**src/rtl/core/mxrm_pkg.sv**
```systemverilog
// ----------------------------------------------------------------------------
// mxrm_pkg
// shared widths, types and register codes of the modular exponentiation block
// ----------------------------------------------------------------------------
package mxrm_pkg;

    localparam int MODULUS_BITS = 16;
    localparam int WORD_W       = MODULUS_BITS;
    localparam int EXP_W        = 8;
    localparam int SUM_W        = WORD_W + 2;
    localparam int CNT_W        = $clog2(WORD_W + 1);
    localparam int CFG_IDX_W    = 1;
    localparam int CFG_DATA_W   = WORD_W;

    typedef logic [WORD_W-1:0]    word_t;
    typedef logic [EXP_W-1:0]     exp_t;
    typedef logic [SUM_W-1:0]     sum_t;
    typedef logic [CNT_W-1:0]     cnt_t;
    typedef logic [CFG_IDX_W-1:0] cfg_idx_t;
    typedef logic [CFG_DATA_W-1:0] cfg_data_t;

    // register indexes of the configuration port
    localparam cfg_idx_t REG_MODULUS  = CFG_IDX_W'(0);
    localparam cfg_idx_t REG_EXPONENT = CFG_IDX_W'(1);

    localparam word_t MODULUS_RESET  = WORD_W'(3127);
    localparam exp_t  EXPONENT_RESET = EXP_W'(0);

    // status of the serial multiplier toward the sequencer
    typedef struct packed {
        logic busy;
        logic done;
    } mm_status_t;

endpackage

```
**src/rtl/core/mxrm_mulmod.sv**
```systemverilog
// ----------------------------------------------------------------------------
// mxrm_mulmod
// bit-serial interleaved modular multiplier, one multiplier bit per cycle
// ----------------------------------------------------------------------------
module mxrm_mulmod (
    input  logic                clk,
    input  logic                rst_n,
    input  logic                start,
    input  mxrm_pkg::word_t     a,
    input  mxrm_pkg::word_t     b,
    input  mxrm_pkg::word_t     m,
    output mxrm_pkg::mm_status_t status,
    output mxrm_pkg::word_t     result
);
    import mxrm_pkg::*;

    logic  busy_reg;
    logic  done_reg;
    cnt_t  cnt_reg;
    word_t a_reg;
    word_t m_reg;
    word_t b_sh_reg;
    word_t r_reg;
    word_t r_next;

    sum_t  t;
    sum_t  m1;
    sum_t  m2;
    sum_t  red;

    // r = 2r + bit*a, then bring back below m (t < 3m since r < m and a <= m)
    always_comb
    begin
        t   = {1'b0, r_reg, 1'b0} + (b_sh_reg[WORD_W-1] ? {2'b00, a_reg} : '0);
        m1  = {2'b00, m_reg};
        m2  = {1'b0, m_reg, 1'b0};
        if (t >= m2)
        begin
            red = t - m2;
        end
        else if (t >= m1)
        begin
            red = t - m1;
        end
        else
        begin
            red = t;
        end
        r_next = red[WORD_W-1:0];
    end

    always_ff @(posedge clk or negedge rst_n)
    begin
        if (!rst_n)
        begin
            busy_reg <= 1'b0;
            done_reg <= 1'b0;
            cnt_reg  <= '0;
        end
        else
        begin
            done_reg <= 1'b0;
            if (start)
            begin
                busy_reg <= 1'b1;
                cnt_reg  <= CNT_W'(WORD_W);
            end
            else if (busy_reg)
            begin
                cnt_reg <= cnt_reg - CNT_W'(1);
                if (cnt_reg == CNT_W'(1))
                begin
                    busy_reg <= 1'b0;
                    done_reg <= 1'b1;
                end
            end
        end
    end

    always_ff @(posedge clk)
    begin
        if (start)
        begin
            a_reg    <= a;
            m_reg    <= m;
            b_sh_reg <= b;
            r_reg    <= '0;
        end
        else if (busy_reg)
        begin
            r_reg    <= r_next;
            b_sh_reg <= {b_sh_reg[WORD_W-2:0], 1'b0};
        end
    end

    assign status.busy = busy_reg;
    assign status.done = done_reg;
    assign result      = r_reg;

endmodule

```
**src/rtl/core/modular_exponentiation_repeated_multiply.sv**
```systemverilog
// ----------------------------------------------------------------------------
// modular_exponentiation_repeated_multiply
// message^exponent mod modulus by repeated bit-serial multiply-reduce steps
// ----------------------------------------------------------------------------
// Each input beat carries one 16-bit message; one output beat returns
// cipher = message^exponent mod modulus. The running value starts at 1 and is
// multiplied by the message and reduced exponent times; an exponent of 0
// returns 1 (even for modulus 1). Each multiply-reduce step runs in a
// bit-serial multiplier that consumes one message bit per cycle; a step is
// the start strobe, the message bit steps and the done strobe in that order,
// and the next message is taken once the result is in the output register.
// One message is in work at a time; the result sits in an output register so
// a new message can be taken while it waits.
// Configuration: cfg_we writes cfg_wdata to register cfg_index (0 modulus,
// 1 exponent, low 8 bits) at the clock edge; a modulus written as 0 is held
// as 1. Write only while the block is idle.
// ----------------------------------------------------------------------------
module modular_exponentiation_repeated_multiply (
    input  logic                  clk,
    input  logic                  rst_n,
    // configuration write port
    input  logic                  cfg_we,
    input  mxrm_pkg::cfg_idx_t    cfg_index,
    input  mxrm_pkg::cfg_data_t   cfg_wdata,
    // input stream
    input  logic                  s_axis_tvalid,
    output logic                  s_axis_tready,
    input  logic [15:0]           s_axis_tdata,   // [15:0] message
    // output stream
    output logic                  m_axis_tvalid,
    input  logic                  m_axis_tready,
    output logic [15:0]           m_axis_tdata    // [15:0] cipher
);
    import mxrm_pkg::*;

    typedef enum logic [2:0] {
        S_IDLE = 3'b001,
        S_MUL  = 3'b010,
        S_DONE = 3'b100
    } state_t;

    state_t     state_reg;
    state_t     state_next;

    // configuration registers
    word_t      modulus_reg;
    exp_t       exponent_reg;

    // working registers
    word_t      acc_reg;
    word_t      acc_next;
    word_t      msg_reg;
    exp_t       step_reg;
    exp_t       step_next;
    logic       start_reg;
    logic       start_next;

    // output register
    logic       out_valid_reg;
    word_t      out_data_reg;

    mm_status_t mm_status;
    word_t      mm_result;

    logic       in_beat;
    logic       out_load;

    assign in_beat  = s_axis_tvalid && s_axis_tready;
    // result moves to the output register once it is empty or being drained
    assign out_load = (state_reg == S_DONE) && (!out_valid_reg || m_axis_tready);

    // configuration writes, modulus zero held as one
    always_ff @(posedge clk or negedge rst_n)
    begin
        if (!rst_n)
        begin
            modulus_reg  <= MODULUS_RESET;
            exponent_reg <= EXPONENT_RESET;
        end
        else if (cfg_we)
        begin
            unique case (cfg_index)
                REG_MODULUS:
                begin
                    modulus_reg <= (cfg_wdata[WORD_W-1:0] == '0) ? WORD_W'(1)
                                                                 : cfg_wdata[WORD_W-1:0];
                end
                REG_EXPONENT:
                begin
                    exponent_reg <= cfg_wdata[EXP_W-1:0];
                end
                default:
                begin
                end
            endcase
        end
    end

    // step sequencer
    always_comb
    begin
        state_next = state_reg;
        acc_next   = acc_reg;
        step_next  = step_reg;
        start_next = 1'b0;
        unique case (state_reg)
            S_IDLE:
            begin
                if (in_beat)
                begin
                    acc_next  = WORD_W'(1);
                    step_next = exponent_reg;
                    if (exponent_reg == '0)
                    begin
                        state_next = S_DONE;
                    end
                    else
                    begin
                        state_next = S_MUL;
                        start_next = 1'b1;
                    end
                end
            end
            S_MUL:
            begin
                if (mm_status.done)
                begin
                    acc_next  = mm_result;
                    step_next = step_reg - EXP_W'(1);
                    if (step_reg == EXP_W'(1))
                    begin
                        state_next = S_DONE;
                    end
                    else
                    begin
                        start_next = 1'b1;
                    end
                end
            end
            S_DONE:
            begin
                if (out_load)
                begin
                    state_next = S_IDLE;
                end
            end
            default:
            begin
                state_next = S_IDLE;
            end
        endcase
    end

    always_ff @(posedge clk or negedge rst_n)
    begin
        if (!rst_n)
        begin
            state_reg     <= S_IDLE;
            start_reg     <= 1'b0;
            step_reg      <= '0;
            out_valid_reg <= 1'b0;
        end
        else
        begin
            state_reg <= state_next;
            start_reg <= start_next;
            step_reg  <= step_next;
            if (out_load)
            begin
                out_valid_reg <= 1'b1;
            end
            else if (m_axis_tready)
            begin
                out_valid_reg <= 1'b0;
            end
        end
    end

    always_ff @(posedge clk)
    begin
        acc_reg <= acc_next;
        if (in_beat)
        begin
            msg_reg <= s_axis_tdata;
        end
        if (out_load)
        begin
            out_data_reg <= acc_reg;
        end
    end

    // acc is always at most the modulus, as the multiplier needs
    mxrm_mulmod u_mulmod (
        .clk    (clk),
        .rst_n  (rst_n),
        .start  (start_reg),
        .a      (acc_reg),
        .b      (msg_reg),
        .m      (modulus_reg),
        .status (mm_status),
        .result (mm_result)
    );

    assign s_axis_tready = (state_reg == S_IDLE);
    assign m_axis_tvalid = out_valid_reg;
    assign m_axis_tdata  = out_data_reg;

`ifndef SYNTH
    // the multiplier only runs while a message is in work
    a_idle_not_busy: assert property (@(posedge clk) disable iff (!rst_n)
        (state_reg == S_IDLE) |-> (!mm_status.busy && !mm_status.done))
        else $error("multiplier active while sequencer idle");

    // a finished step always finds the sequencer waiting for it
    a_done_in_mul: assert property (@(posedge clk) disable iff (!rst_n)
        mm_status.done |-> (state_reg == S_MUL))
        else $error("multiplier done outside multiply state");

    // steps remain whenever a multiply is under way
    a_steps_left: assert property (@(posedge clk) disable iff (!rst_n)
        (state_reg == S_MUL) |-> (step_reg != '0))
        else $error("multiply state with no steps left");

    // a start never lands on a running multiplier
    a_start_free: assert property (@(posedge clk) disable iff (!rst_n)
        start_reg |-> !mm_status.busy)
        else $error("multiplier restarted while busy");
`endif

endmodule
```
**config.mk**
```make
export PLATFORM = sky130hd
export DESIGN_NAME = modular_exponentiation_repeated_multiply
export DESIGN_NICKNAME = d
export VERILOG_FILES = /design/src/rtl/core/mxrm_pkg.sv /design/src/rtl/core/mxrm_mulmod.sv /design/src/rtl/core/modular_exponentiation_repeated_multiply.sv
export SDC_FILE = /design/constraint.sdc
export NUM_CORES = 1
export LEC_CHECK = 0
export CAP_MARGIN = 25
export CORE_MARGIN = 2
export CORE_UTILIZATION = 40
export DETAILED_ROUTE_END_ITERATION = 10
export DONT_BUFFER_PORTS = 1
export PLACE_DENSITY_LB_ADDON = 0.15
export SKIP_LAST_GASP = 1
export SYNTH_ARGS = -nofsm -noshare
export SYNTH_HDL_FRONTEND = slang
export SYNTH_SLANG_ARGS = --single-unit
export TNS_END_PERCENT = 20
```
**constraint.sdc**
```tcl
create_clock -name clk -period 6.05 [get_ports clk]
set_input_delay 1.21 -clock clk [delete_from_list [all_inputs] [get_ports clk]]
set_output_delay 1.21 -clock clk [all_outputs]
set_load 0.02 [all_outputs]
```
# Word level (Yosys, flattened, before mapping)
# Cells that the tools add are included.
[totals] reg_bits=156 out_inout_bits=18
[classes] addsub=5 magnitude_cmp=2 eq_ne=9 muxes=33 bitwise=1 n_reduce_logical=13
[op_table] operator="two-way mux 16 bit" n=8
[op_table] operator="case mux 16 bit (2 select lines)" n=1
[op_table] operator="subtractor 16 bit" n=2
[op_table] operator="adder 17 x 16 -> 18 bit" n=1
[op_table] operator="greater-or-equal comparator 18 x 16 -> 1 bit" n=1
[op_table] operator="greater-or-equal comparator 18 x 17 -> 1 bit" n=1
[op_table] operator="logical NOT 16 bit" n=1
[op_table] operator="two-way mux 8 bit" n=2
[op_table] operator="case mux 8 bit (2 select lines)" n=1
[op_table] operator="two-way mux 3 bit" n=5
[op_table] operator="two-way mux 1 bit" n=12
[op_table] operator="two-way mux 5 bit" n=2
[op_table] operator="case mux 3 bit (3 select lines)" n=1
[op_table] operator="== test 8 x 1 -> 1 bit, second input constant" n=1
[op_table] operator="logical NOT 8 bit" n=1
[op_table] operator="subtractor 8 x 1 -> 8 bit, second input constant" n=1
[op_table] operator="nonzero test 2 bit" n=3
[op_table] operator="== test 5 x 1 -> 1 bit, second input constant" n=1
[op_table] operator="subtractor 5 x 1 -> 5 bit, second input constant" n=1
[op_table] operator="inequality test 2 x 1 -> 1 bit, second input constant" n=2
[op_table] operator="inequality test 2 bit, second input constant" n=2
[op_table] operator="AND reduction 2 bit" n=2
[op_table] operator="AND reduction 4 bit" n=1
[op_table] operator="== test 3 x 1 -> 1 bit, second input constant" n=1
[op_table] operator="other kinds (8)" n=9

# Depth between registers and ports, before layout
[depth] ltp_word=5 ltp_mapped=21 mapped_depth_nobuf=18

# Hierarchy
# A second synthesis with hierarchy kept.
[hier_totals] hier_cells=745 hier_area_um2=8453.1
[by_module_without_submodules] module="mxrm_mulmod" instances=1 cells_each=529 area_each_um2=5178.7
[by_module_without_submodules] module="modular_exponentiation_repeated_multiply" instances=1 cells_each=216 area_each_um2=3274.4

# Least setup slack after synthesis
# Ideal clock, no wire load.
[synth_timing] kind="register to register" from="register u_mulmod.b_sh_reg[15]" to="register u_mulmod.r_reg[8] (netlist: u_mulmod.result[8])" setup_time_ns=0.144 arrival_time_ns=3.935 required_ns=5.906 slack_ns=1.971 path_stages_with_launch=21 cell_sequence="edfxtp_1 -> clkbuf_1 -> nand2_1 -> inv_1 -> ha_1 -> a211oi_1 -> o31a_1 -> o31ai_1 -> a31oi_1 -> xnor2_1 -> ha_1 -> nand4_1 -> nor4_1 -> or4_1 -> a211oi_1 -> o32ai_2 -> or2_1 -> buf_6 -> buf_12 -> nand3_2 -> a41oi_2"
[synth_between] elab_chain_cells=5 elab_cells_between_ends=8 classes_between="add/sub: 3; order compare: 2; mux: 3"
[synth_lines] item="start: declaration" line="mxrm_mulmod.sv:22" text="word_t b_sh_reg;"
[synth_lines] item="start signal: assignment" line="mxrm_mulmod.sv:92" text="b_sh_reg <= {b_sh_reg[WORD_W-2:0], 1'b0};"
[synth_lines] item="two-way mux 16 bit *" line="mxrm_mulmod.sv:34" text="t = {1'b0, r_reg, 1'b0} + (b_sh_reg[WORD_W-1] ? {2'b00, a_reg} : '0);"
[synth_lines] item="adder 17 x 16 -> 18 bit *" line="mxrm_mulmod.sv:34"
[synth_lines] item="subtractor 16 bit or greater-or-equal comparator 18 x 16 -> 1 bit (tied branches)" line="mxrm_mulmod.sv:43, mxrm_mulmod.sv:41"
[synth_lines] item="two-way mux 16 bit" line="mxrm_mulmod.sv:41" text="else if (t >= m1)"
[synth_lines] item="two-way mux 16 bit *" line="mxrm_mulmod.sv:37" text="if (t >= m2)"
[synth_lines] item="end signal: assignment" line="mxrm_mulmod.sv:91" text="r_reg <= r_next;"
[synth_lines] item="end: declaration" line="mxrm_mulmod.sv:23" text="word_t r_reg;"
# Mark *: on every way between the ends. The rest lies on a longest branch, timed or not.
# A chain may end at the register's enable or synchronous reset.

# Worst setup path in the final report
[layout_timing] from="register u_mulmod.b_sh_reg[15]" to="register u_mulmod.r_reg[12] (netlist: u_mulmod.result[12])"
# Same word-level chain as after synthesis.

==> key figures <==
Yosys
  – XOR/XNOR Fraction of Synth Area: 0.04369
  – Mapped cell area: 8419 µm²
  – Largest family of logic cells by synthesized area: compound AO/OA/AOI/OAI gates
  – Sequential cell area fraction in the yosys report: 0.5124
  – Post-synthesis instance total: 729
  – Ys Warns: 0
  – Synthesized-area fraction occupied by adder cells: 0.08292
  – Async set-reset flop share out of synthesis: 0.2821
  – Avg Inst Size Synth: 11.55 µm²
  – Yosys cell types: 77
  – Cell taking the most area after synthesis: edfxtp_1
  – Synth area leaders: edfxtp_1 34%, dfrtp_1 11%, ha_1 7.6%, mux2_2 5.1%, dfxtp_1 3.8%
  – Synth Area in Compound Gates: 0.1452
  – Main synth FF type: edfxtp_1
  – EDFF count, synth: 96
  – Simple-gate share of the synthesized area: 0.1294
  – Seq cells post-synth: 156
  – Synth top area share: 0.3424
  – Mapped Nets: 821
  – Mux cell area share after synthesis: 0.05320

Detailed routing
  – Drt wl/cell: 18.32 µm
  – Top routing layer in use: met4
  – Met1 Wirelength: 9.096 mm
  – DRC violations left: 0
  – Final wirelength: 18.58 mm
  – DR WL met3: 766 µm
  – Vias per std cell: 5.473
  – Initial detailed-routing violation count: 270
  – Via count: 5550
  – Drt first pass iters: 5
  – Wire length on met2: 8.458 mm
  – ANT nets after route: 0

Floorplan
  – # rows: 53
  – Die Y: 149.1 µm
  – IO Count: 56
  – Core Region: 20820 µm²
  – Width of the die: 149.1 µm
  – Die Area: 22220 µm²
  – Starting Density: 0.4043

Final layout
  – Commonest cells after routing, fill and taps aside: 96 x edfxtp_1, 51 x nor2_1, 51 x ha_1, 44 x nand2_1, 43 x a21oi_1
  – Fin area: 9258 µm²
  – Commonest non-fill, non-tap cell in the layout: edfxtp_1
  – Nets@finish: 818
  – P&R area growth vs syn: 9.957%
  – Layout cell share with drive strength beyond 1: 0.1597
  – ANT cells: 0

Critical path
  – Crit Path Category: reg2reg
  – CP Max Fanout: 16
  – Worst setup SP type: register
  – Data arrival, critical path: 5520 ps
  – Worst endpoint required time: 6400 ps
  – Crit. End Element: register

Clock tree
  – CTS tree: yes
  – Clock slew at reported path FFs: 70 ps
  – H-tree levels: 4
  – Post_cts resized: 0
  – CTS Buf Count: 17
  – Maximum clock path buffer count: 2
  – Clock Latency Late Sink: 420 ps
  – CTS Sinks: 156
  – Post-CTS setup buffers: 0
  – Cts hold-fix bufs: 0
  – Clock Tree Root: clkbuf_16

Run
  – Max Cap Viol: 0

Global route
  – First-pass GRT wire length: 29.55 mm
  – Largest net degree at the start of global routing: 45
  – Vias in the first global route: 5608
  – Global route overflow: 0
  – Overall Global Routing Usage: 0.1735
  – Initial antenna violation count: 0

Timing
  – Layout Skew: 10.17 ps
  – Final worst-path cycle share: 0.8545
  – Slew HR: 0.3892
  – Final hold violation count: 0
  – Unrepaired setup endpoints after global routing: false
  – Min Clock Period, post-route: 5170 ps
  – Slew Viols, Final: 0
  – F_max: 193.4 MHz
  – Final setup TNS: 0 ps
  – Worst-Margin Slew: 916.2 ps
  – Final number of setup-violating endpoints: 0

Min path
  – Hold Path Class: reg2reg

Place
  – GPL Wtd Cong: 0.9056
  – IO Port Bufs: 0
  – Detail Placement HPWL: 13.93 mm
  – Dpl cell area: 8660 µm²

Status
  – Outcome: completed
==> worst paths after layout <==
kind,from,end,slack (ps),cells after the start
min in group asynchronous,rst_n,exponent_reg[3],480,0
min reg2reg,modulus_reg[12],u_mulmod.m_reg[12],440,0
max reg2reg,u_mulmod.b_sh_reg[15],u_mulmod.result[12],880,17
min,modulus_reg[12],u_mulmod.m_reg[12],440,0
max in group asynchronous,rst_n,modulus_reg[5],5390,0
max,u_mulmod.b_sh_reg[15],u_mulmod.result[12],880,17
==> layer usage <==
metal / GRT usage / vias to the layer above
li1: - / 2701
met1: 0.2455 / 2707
met2: 0.2694 / 125
met3: 0.03303 / 17
met4: 0.05619 / 0
met5: 0 / -
==> Yosys cell counts, drive strengths merged (8+ instances only) <==
cell type / n
edfxtp: 96
nor2: 53
ha: 51
nand2: 47
a21oi: 44
inv: 38
mux2: 38
dfrtp: 36
and2: 30
xnor2: 28
o21ai: 26
nand3: 20
dfxtp: 16
clkbuf: 14
xor2: 14
a21o: 13
nor3: 12
buf: 11
nor4: 11
a311oi: 10
nand4: 10
nand2b: 9
o21a: 9
a211oi: 8
dfstp: 8
==> critical path, stage by stage, from the launching register on <==
cell	delay, ps
edfxtp_1	580
and2_1	210
ha_1	190
inv_1	60
fa_1	400
nand2b_1	180
a21oi_1	210
o21ai_1	170
o21ai_0	220
xor2_1	440
ha_1	350
and4_1	260
and4b_1	240
o31a_1	240
a311o_1	370
or2_1	440
a311o_1	390
a31oi_1	140
==> metrics by stage <==
stage / utilization / instances / hold slack, ps / worst slack, ps
final: 0.4446 / 1014 / 445.0 / 880.4
after floorplan: - / 729 / 419.4 / 1971
after CTS: 0.4446 / 1014 / 449.3 / 981.6
after global placement: 0.4159 / 982 / 426.6 / 1025
after global routing: 0.4446 / 1014 / 443.8 / 598.3
after detailed placement: 0.4159 / 982 / 434.8 / 1005
==> final cells by class <==
| cell class | count | area [µm²] |
|---|---|---|
| fillers | 1972 | 11560 |
| flip-flops and latches | 156 | 4315 |
| multi-input cells | 509 | 3831 |
| clock buffers | 17 | 425.4 |
| well taps | 275 | 344.1 |
| clock inverters | 15 | 172.7 |
| inverters | 39 | 146.4 |
| repair buffers | 3 | 22.52 |
==> logic make-up after synthesis <==
| group | count (synthesis) |
|---|---|
| muxes | 40 |
| and+or+nand+nor | 207 |
| adders and majority gates | 54 |
| DFF | 156 |
| xor gates and xnor gates | 42 |
| buffers and inverters | 64 |
| AOI/OAI and AO/OA | 166 |
Power is left out: the tool's default activity adds up to more than one toggle a clock period on the data nets, which glitch-free logic cannot reach.
